`config.mk`:
```
export PLATFORM = sky130hd
export DESIGN_NAME = bounded_double_ended_queue
export DESIGN_NICKNAME = d
export VERILOG_FILES = /design/src/rtl/core/bdq_pkg.sv /design/src/rtl/core/bounded_double_ended_queue.sv /design/src/rtl/core/bdq_cell.sv
export SDC_FILE = /design/constraint.sdc
export NUM_CORES = 1
export LEC_CHECK = 0
export BUFFER_PORTS_ARGS = -buffer_cell sky130_fd_sc_hd__buf_2
export CAP_MARGIN = 20
export CORE_MARGIN = 5
export CORE_UTILIZATION = 30
export CTS_BUF_LIST = sky130_fd_sc_hd__clkbuf_8
export DETAILED_ROUTE_END_ITERATION = 7
export GPL_TIMING_DRIVEN = 0
export SLEW_MARGIN = 20
export SYNTH_ARGS = -nofsm -noshare
export SYNTH_HDL_FRONTEND = slang
export SYNTH_HIERARCHICAL = 1
export SYNTH_SLANG_ARGS = --single-unit
```
`constraint.sdc`:
```
create_clock -name clk -period 6 [get_ports clk]
set_clock_uncertainty 0.1 [all_clocks]
set_input_delay 0 -clock clk [delete_from_list [all_inputs] [get_ports clk]]
set_output_delay 0 -clock clk [all_outputs]
set_load 0.005 [all_outputs]
```
`src/rtl/core/bdq_pkg.sv`:
```
package bdq_pkg;

  // Width of one stored word.
  localparam int unsigned WORD_W = 32;

  // Operation codes carried by an input item.
  localparam logic [2:0] OP_PUSH_FRONT = 3'd0;
  localparam logic [2:0] OP_PUSH_BACK  = 3'd1;
  localparam logic [2:0] OP_POP_FRONT  = 3'd2;
  localparam logic [2:0] OP_POP_BACK   = 3'd3;
  localparam logic [2:0] OP_READ_POS   = 3'd4;

  // Result status codes.
  localparam logic [1:0] ST_OK     = 2'd0;
  localparam logic [1:0] ST_EMPTY  = 2'd1;
  localparam logic [1:0] ST_FULL   = 2'd2;
  localparam logic [1:0] ST_BADPOS = 2'd3;

  // What a cell loads at the next clock edge.
  typedef enum logic [1:0] {
    CELL_HOLD       = 2'd0,
    CELL_TAKE_LEFT  = 2'd1,
    CELL_TAKE_RIGHT = 2'd2,
    CELL_LOAD       = 2'd3
  } cell_cmd_t;

  // Control bundle sent from the queue controller to each cell.
  typedef struct packed {
    cell_cmd_t cmd;
    logic      rd_sel;
  } cell_ctl_t;

endpackage

```
`src/rtl/core/bounded_double_ended_queue.sv`:
```
// Bounded double-ended queue of signed 32-bit words, held in a row of DEPTH
// cells with the front word always in the first cell. Each item (push front,
// push back, pop front, pop back, read at a position from the front) is
// accepted when it is started, so busy is always low and an item may be started
// every cycle. Its result appears on the out_ ports in the cycle after the item
// is accepted and is marked by out_valid for exactly one cycle; the receiver
// cannot stall it and must take it then. The cell row makes this possible:
// a front push or pop shifts every cell by one position at once, and reads
// go through a one-hot OR bus over the cells.
module bounded_double_ended_queue #(
  parameter int unsigned DEPTH = 16
) (
  input  logic                              clk,
  input  logic                              rst_n,
  input  logic                              start,
  output logic                              busy,
  input  logic [2:0]                        in_opcode,
  input  logic signed [bdq_pkg::WORD_W-1:0] in_push_value,
  input  logic [3:0]                        in_position,
  output logic                              out_valid,
  output logic [1:0]                        out_status,
  output logic signed [bdq_pkg::WORD_W-1:0] out_value_out,
  output logic [4:0]                        out_fill_count
);
  import bdq_pkg::*;

  localparam int unsigned CW = $clog2(DEPTH + 1);
  localparam int unsigned PW = (CW > 4) ? CW : 4;

  logic [CW-1:0]     count_r;
  logic [CW-1:0]     count_nxt;
  logic              out_valid_r;
  logic [1:0]        out_status_r;
  logic [WORD_W-1:0] out_value_r;
  logic [4:0]        out_fill_r;

  logic [1:0]        status_nxt;
  logic              accept;
  logic              is_full;
  logic              is_empty;
  logic              do_push_front;
  logic              do_push_back;
  logic              do_pop_front;
  logic              do_pop_back;
  logic              do_read;
  logic [CW-1:0]     last_idx;
  logic [PW-1:0]     pos_ext;
  logic [WORD_W-1:0] rd_word;

  cell_ctl_t         ctl     [DEPTH];
  logic [WORD_W-1:0] cell_q  [DEPTH];
  logic [WORD_W-1:0] cell_rd [DEPTH];

  assign busy     = 1'b0;
  assign accept   = start;
  assign is_full  = (count_r == CW'(DEPTH));
  assign is_empty = (count_r == '0);
  assign last_idx = count_r - CW'(1);
  assign pos_ext  = PW'(in_position);

  // Decode the operation and work out status and the new count.
  always_comb begin
    do_push_front = 1'b0;
    do_push_back  = 1'b0;
    do_pop_front  = 1'b0;
    do_pop_back   = 1'b0;
    do_read       = 1'b0;
    status_nxt    = ST_OK;
    count_nxt     = count_r;
    case (in_opcode)
      OP_PUSH_FRONT: begin
        if (is_full) begin
          status_nxt = ST_FULL;
        end else begin
          do_push_front = accept;
          count_nxt     = count_r + CW'(1);
        end
      end
      OP_PUSH_BACK: begin
        if (is_full) begin
          status_nxt = ST_FULL;
        end else begin
          do_push_back = accept;
          count_nxt    = count_r + CW'(1);
        end
      end
      OP_POP_FRONT: begin
        if (is_empty) begin
          status_nxt = ST_EMPTY;
        end else begin
          do_pop_front = accept;
          count_nxt    = count_r - CW'(1);
        end
      end
      OP_POP_BACK: begin
        if (is_empty) begin
          status_nxt = ST_EMPTY;
        end else begin
          do_pop_back = accept;
          count_nxt   = count_r - CW'(1);
        end
      end
      OP_READ_POS: begin
        if (is_empty) begin
          status_nxt = ST_EMPTY;
        end else if (pos_ext >= PW'(count_r)) begin
          status_nxt = ST_BADPOS;
        end else begin
          do_read = accept;
        end
      end
      default: begin
        status_nxt = ST_OK;
      end
    endcase
  end

  // Per-cell commands: shift toward the back on a front push, toward the
  // front on a front pop, load in place on a back push, and set the read select.
  for (genvar i = 0; i < DEPTH; i++) begin : g_cell
    always_comb begin
      if (do_push_front) begin
        ctl[i].cmd = CELL_TAKE_LEFT;
      end else if (do_pop_front) begin
        ctl[i].cmd = CELL_TAKE_RIGHT;
      end else if (do_push_back && (CW'(i) == count_r)) begin
        ctl[i].cmd = CELL_LOAD;
      end else begin
        ctl[i].cmd = CELL_HOLD;
      end
      ctl[i].rd_sel = (do_pop_front && (i == 0)) ||
                      (do_pop_back && (CW'(i) == last_idx)) ||
                      (do_read && (PW'(i) == pos_ext));
    end

    bdq_cell u_cell (
      .clk      (clk),
      .ctl      (ctl[i]),
      .left_in  ((i == 0) ? WORD_W'(in_push_value) : cell_q[(i == 0) ? 0 : i - 1]),
      .right_in ((i == DEPTH - 1) ? cell_q[i] : cell_q[(i == DEPTH - 1) ? i : i + 1]),
      .load_in  (WORD_W'(in_push_value)),
      .data     (cell_q[i]),
      .rd_data  (cell_rd[i])
    );
  end

  // Collect the selected word from the read bus.
  always_comb begin
    rd_word = '0;
    for (int i = 0; i < DEPTH; i++) begin
      rd_word = rd_word | cell_rd[i];
    end
  end

  // Occupancy and the result strobe are control state.
  always_ff @(posedge clk) begin
    if (!rst_n) begin
      count_r     <= '0;
      out_valid_r <= 1'b0;
    end else begin
      out_valid_r <= accept;
      if (accept) begin
        count_r <= count_nxt;
      end
    end
  end

  // Result payload register.
  always_ff @(posedge clk) begin
    if (accept) begin
      out_status_r <= status_nxt;
      out_value_r  <= rd_word;
      out_fill_r   <= 5'(count_nxt);
    end
  end

  assign out_valid      = out_valid_r;
  assign out_status     = out_status_r;
  assign out_value_out  = out_value_r;
  assign out_fill_count = out_fill_r;

endmodule

```
`src/rtl/core/bdq_cell.sv`:
```
module bdq_cell (
  input  logic                        clk,
  input  bdq_pkg::cell_ctl_t          ctl,
  input  logic [bdq_pkg::WORD_W-1:0]  left_in,
  input  logic [bdq_pkg::WORD_W-1:0]  right_in,
  input  logic [bdq_pkg::WORD_W-1:0]  load_in,
  output logic [bdq_pkg::WORD_W-1:0]  data,
  output logic [bdq_pkg::WORD_W-1:0]  rd_data
);
  import bdq_pkg::*;

  logic [WORD_W-1:0] data_r;
  logic [WORD_W-1:0] data_nxt;

  // Pick the word this cell holds after the edge.
  always_comb begin
    case (ctl.cmd)
      CELL_HOLD:       data_nxt = data_r;
      CELL_TAKE_LEFT:  data_nxt = left_in;
      CELL_TAKE_RIGHT: data_nxt = right_in;
      CELL_LOAD:       data_nxt = load_in;
      default:         data_nxt = data_r;
    endcase
  end

  always_ff @(posedge clk) begin
    data_r <= data_nxt;
  end

  assign data    = data_r;
  // The read bus is an OR of all cells, so an unselected cell drives zero.
  assign rd_data = ctl.rd_sel ? data_r : '0;

endmodule
```
==> results of run 1 <==
cell families (layout without fill, tap and decap cells):
kind of cell               Yosys count  in the layout  share of synthesized area (%)
buffers and inverters              243            543                           5.80
DFF                                557            557                           49.6
xor gates and xnor gates             5              5                          0.130
other                                1              3                         0.0112
adders and majority gates           11             11                          0.409
AOI/OAI and AO/OA                  596            596                           9.12
muxes                              512            512                           15.2
and+or+nand+nor                   1272           1272                           19.7
stage by stage:
step,std cells,power (uW),cell area (sq um),worst slack (ns)
finish,4987,8690,38100,1.56
global route,4986,9070,38100,1.33
CTS,4985,8780,38100,1.60
detailed placement,4766,5460,35900,1.58
global placement,4766,5430,35900,1.64
floorplan,3197,5150,33600,3.14
report_power, final:
part	switching [uW]	internal (uW)	total (uW)	leakage (uW)
clock	1660	1620	3290	0.000995
combinational	519	314	833	0.00680
sequential	105	4470	4570	0.00512
total	2290	6410	8690	0.0129
layout by cell type, fill, tap and decap left out, types with 3 or more instances in the layout:
cell type / netlist / layout
nor4_1: 128 / 128
nand3_1: 7 / 7
a21oi_1: 521 / 521
inv_1: 8 / 33
nor2_1: 529 / 529
buf_6: 17 / 17
clkbuf_8: 0 / 99
buf_4: 17 / 18
o21ai_0: 42 / 42
mux2i_1: 512 / 512
o22ai_1: 14 / 14
dlygate4sd3_1: 0 / 41
xnor2_1: 5 / 5
clkinv_2: 0 / 14
nor2b_1: 5 / 5
buf_12: 48 / 48
nand2_1: 19 / 19
buf_2: 52 / 132
clkinv_1: 0 / 32
edfxtp_1: 551 / 551
clkbuf_1: 99 / 99
nand4_1: 39 / 39
clkinvlp_4: 0 / 3
or2_2: 17 / 17
ha_1: 11 / 11
and2_1: 515 / 515
dfxtp_1: 6 / 6
sequential cells by signal, summed over array words and instances, names as in the netlist:
signal and cells:
count_r 5, g_cell.u_cell/data 512, out_fill_count 5, out_status 2
out_valid 1, out_value_out 32
final timing paths:
kind	cells past startpoint	slack, ns	end	start
max	10	1.56	out_value_out[13]	count_r[0]
min	5	0.08	out_status[1]	in_position[3]
max reg2reg	10	1.56	out_value_out[13]	count_r[0]
min reg2reg	2	0.51	g_cell[1].u_cell/data[8]	g_cell[0].u_cell/data[8]
per-layer routing:
| layer | global-route usage, % | up-vias | wire length [microns] |
|---|---|---|---|
| li1 | - | 12000 | - |
| met2 | 26.6 | 726 | 45100 |
| met4 | 6.26 | 4 | 3900 |
| met3 | 2.33 | 183 | 5270 |
| met1 | 23.3 | 12200 | 47700 |
| met5 | 0 | - | 34 |
worst max-delay path, stage by stage, from the launching register on:
cell      delay, ns
dfxtp_1        0.40
inv_1          0.18
ha_1           0.28
nor3b_4        0.35
a21boi_2       0.17
nand3b_1       0.44
o211ai_1       0.56
clkbuf_1       0.38
and2_1         0.22
nor4_1         0.55
nand4_1        0.43
timing repair:
item / 4_1_cts / 5_1_grt
hold buffers: 41 / 0
hold endpoints to repair: 563 / 0
setup endpoints to repair: 0 / 0
area by class of cell:
| type | count | area [sq um] |
|---|---|---|
| Buffer | 234 | 1920 |
| Timing Repair Buffer | 122 | 818 |
| Antenna cell | 2 | 5.00 |
| Tap cell | 1488 | 1860 |
| Multi-Input combinational cell | 2397 | 15000 |
| Clock buffer | 99 | 1360 |
| Sequential cell | 557 | 16700 |
| Inverter | 9 | 33.8 |
| Clock inverter | 79 | 398 |
| Fill cell | 11300 | 72900 |
==> results by group, run 1 <==
Yosys
  – Count leader, synth: edfxtp_1
  – Asr flop ratio synth: 0%
  – Commonest cells in the netlist: edfxtp_1 (551), nor2_1 (529), a21oi_1 (521)
  – Top cell type's share of synthesized area: approximately half
  – EDFF count, synth: between 500 and 600
  – Synth top area cells: edfxtp_1 (49%), mux2i_1 (15%), and2_1 (9.6%)
  – Predominant post-synthesis flop cell: edfxtp_1
  – Post-synth cell types: 48
  – Yosys warnings: 6
  – Mean post-synth cell area: between 10 and 15 sq um
  – Seq/Total Area, Yosys: between 40% and 50%
  – Syn Inst Count: about 3.2k
  – Total nets after synthesis: 3250
  – Yosys reg bits: roughly 560
  – Post-Syn Area: 33600 sq um
  – Area leader, netlist: edfxtp_1

Critical path
  – CP arrival: about 4.7 ns
  – Crit-path max FO: 10
  – Worst setup SP type: flop
  – CP required: around 6.2 ns
  – Crit end category: flop
  – WS Path Type: reg2reg

Min path
  – HP Class: in2reg

Clock tree
  – Clock Pin Slew Worst Setup and Hold Paths: roughly 0.06 ns
  – Num CTS Buffers: 96
  – Worst-Skew Late Latency: 0.72 ns
  – H-tree levels: 3
  – CTS tree: yes
  – Max clock buf depth: 3
  – Buffer count from post-CTS setup fixing: 0
  – CTS root buf: clkbuf_8
  – CTS resizes: 0
  – # clock sinks: 557

Floorplan
  – Die height: ~340 microns
  – Die W: between 300 and 400 microns
  – Die area: between 100000 and 150000 sq um
  – Core ar.: 111000 sq um
  – Initial Util: just over 30%
  – # IOs: 83
  – Num rows: roughly 120

STA
  – Slew margin rel.: 29.8%
  – Final Cycle Share: 74.0%
  – Final setup TNS: 0 ns
  – Final min period: around 4.4 ns
  – Final Setup Violations: 0
  – Fin. Hold Viols: 0
  – Final hold slack: around 0.082 ns
  – Fmax: 225 MHz
  – RSZ-0062 raised after global routing: no
  – Final Slew Violations: 0
  – Worst Tran Pin Value: 1.05 ns

GRT
  – Antenna violations before repair: 3
  – Largest net degree at the start of global routing: between 40 and 50
  – First-pass GRT wire length: between 150000 and 200000 microns
  – Global route overflow: 0
  – Vias in the first global route: ~25k
  – GRT Resource Usage Total: around 17%

Power and ir drop
  – Peak supply drop: about 0.13 mV
  – Leak: 0.0129 uW
  – PD cells: ~230 nW/um^2

Drt
  – DRT iter0 DRCs: about 2.1k
  – Antenna-violating nets left: 0
  – Routed wire per std cell: slightly above 20 microns
  – TritonRoute pass-1 iters: 6
  – Vias: about 25k
  – Post-Route WL: 102000 microns
  – DR DRC count: 0
  – Vias per cell: between 5 and 6

Finish
  – Final Net Count: approximately 3.5k
  – Syn-to-layout area delta: 13.2%
  – Util after Layout: 34.3%
  – Ratio of cells with drive above 1 in the final layout: about a tenth

Placed design
  – IO Port Bufs: a little over 80
  – DP Wirelength: 81700 microns
  – Routability Congestion: 0.951

Status
  – Outcome: finished, final reports clean

Flow run
  – Max cap viols: 0
Power figures use the tool's default switching activity.
==> run 2, diff against run 1 <==
==> constraint.sdc (replaced) <==
create_clock -name clk -period 3.6 [get_ports clk]
set_clock_uncertainty 0.1 [all_clocks]
set_input_delay 0 -clock clk [delete_from_list [all_inputs] [get_ports clk]]
set_output_delay 0 -clock clk [all_outputs]
set_load 0.005 [all_outputs]
==> results by group, run 2 (synthesized netlist as in run 1, its figures left out) <==
GRT
  – First-pass GRT wire length: 156000 microns
  – GRT Resource Usage Total: 16.9%
  – Largest net degree at the start of global routing: 45
  – Vias in the first global route: ~26k
  – Antenna violations before repair: 4
  – Global route overflow: 0

Finish
  – Fill count: roughly 11k
  – Final Instance Count excl. Fillers: 5000
  – Util after Layout: roughly a third
  – Multi-input gate area: roughly 16000 sq um
  – Reg area: about 17000 sq um
  – Ratio of cells with drive above 1 in the final layout: approximately 15%
  – Commonest non-fill, non-tap cell in the layout: edfxtp_1
  – Syn-to-layout area delta: 16.2%
  – Largest register FFs: about 510
  – Most frequent cells in the layout: edfxtp_1 (551), nor2_1 (529), a21oi_1 (519)
  – Final Net Count: 3482

Power and ir drop
  – Leak: 0.0134 uW
  – PD cells: 373 nW/um^2
  – Peak supply drop: around 0.22 mV

STA
  – Fmax: 282 MHz
  – Final Setup Violations: 0
  – Slew margin rel.: between 40% and 50%
  – Final Cycle Share: between 90 and 100%
  – Final min period: 3.54 ns
  – Final Slew Violations: 0
  – Worst Tran Pin Value: about 0.89 ns
  – Fin. Hold Viols: 0

Floorplan
  – Die height: around 340 microns
  – Num rows: around 120
  – Initial Util: 30.3%
  – Die W: roughly 340 microns
  – Die area: 119000 sq um
  – # IOs: 83
  – Core ar.: 111000 sq um

Critical path
  – WS Path Type: reg2reg
  – Max incr delay on CP: approximately 0.53 ns
  – CP required: roughly 4 ns
  – Crit end category: flop
  – CP arrival: 3.85 ns
  – Crit-path max FO: 10
  – Critical path's slowest cell: nor4_2
  – Crit-path cells: buf_6 > inv_1 > ha_1 > nand2_1 > o21ai_2 > nand3_4 > nand4b_1 > buf_4 > o22ai_2 > clkbuf_2 > and2_1 > nor4_2 > nand4_1
  – Worst setup SP type: flop

Drt
  – Vias per cell: between 5 and 6
  – Vias: ~25k
  – DRT iter0 DRCs: about 2k
  – TritonRoute pass-1 iters: 6
  – Post-Route WL: slightly above 100000 microns
  – DR DRC count: 0
  – Routed wire per std cell: roughly 21 microns
  – Antenna-violating nets left: 0

Clock tree
  – Max clock buf depth: 3
  – Clock Pin Slew Worst Setup and Hold Paths: roughly 0.060 ns
  – CTS tree: yes
  – Worst-Skew Late Latency: roughly 0.73 ns
  – Num CTS Buffers: 96
  – H-tree levels: 3
  – # clock sinks: around 560
  – CTS root buf: clkbuf_8

Placed design
  – Routability Congestion: ~0.95
  – Dpl cells: 4766
  – DP Wirelength: about 80000 microns
  – IO Port Bufs: a little over 80

Min path
  – HP Class: in2reg

Flow run
  – Max cap viols: 0

Status
  – Outcome: finished, final reports clean
[run 2: repair_timing]
| action | CTS | global route |
|---|---|---|
| gates resized for setup | 151 | 81 |
| hold endpoints to repair | 563 | 0 |
| pin swaps | 13 | 18 |
| setup endpoints to repair | 666 | 199 |
| buffers inserted | 6 | 6 |
| hold buffers | 41 | 0 |
[run 2: worst paths after layout]
path                             from                       end  slack [ns]  depth (start not counted)
min reg2reg  g_cell[0].u_cell/data[8]  g_cell[1].u_cell/data[8]        0.51                          2
max reg2reg                count_r[2]         out_value_out[21]        0.06                         13
max                        count_r[2]         out_value_out[21]        0.06                         13
min                    in_position[3]             out_status[1]        0.08                          5
[run 2: per-layer routing]
layer | GRT usage (%) | up-vias | part of all wire [%]
met1 | 23.6 | 12300 | 47
met4 | 5.59 | 2 | 3.5
met2 | 27.2 | 694 | 45
li1 | - | 12100 | -
met5 | 0 | - | 0.013
met3 | 2.14 | 170 | 4.7
[run 2: area by class of cell]
| type | count | share of cell area (%) |
|---|---|---|
| sequential | 557 | 42.7 |
| buffer | 234 | 5.10 |
| clock buffer | 99 | 3.49 |
| clock inverter | 79 | 1.02 |
| antenna | 3 | 0.0192 |
| multi-input combinational | 2397 | 40.5 |
| tap | 1488 | 4.76 |
| timing repair buffer | 134 | 2.36 |
| inverter | 9 | 0.0864 |
[run 2: where the power goes]
part | total, uW | switching (uW) | internal (uW)
registers | 7620 | 176 | 7440
clock network | 5490 | 2780 | 2710
logic | 1450 | 893 | 556
total | 14600 | 3850 | 10700
[run 2: critical path: cells and delay by family, from the launching register on]
family | cells | cell delay (ns)
AND/OR/NAND/NOR | 6 | 1.33
buffers and inverters | 4 | 0.77
flip-flops | 1 | 0.39
adder cells (fa/ha/maj) | 1 | 0.33
AO/OA/AOI/OAI | 2 | 0.31
[run 2: per-stage QoR]
step	hold WS [ns]	cell area [sq um]	worst slack, ns	setup TNS, ns	total power [uW]
floorplan	0.0125	33600	0.738	0	8580
global placement	0.189	35900	-0.764	-121.10	9060
detailed placement	0.191	35900	-0.818	-141.63	9090
CTS	0.0365	38900	0.00239	0	14700
global route	0.122	39100	-0.0000671	-0.0000671	15200
finish	0.0828	39100	0.0574	0	14600
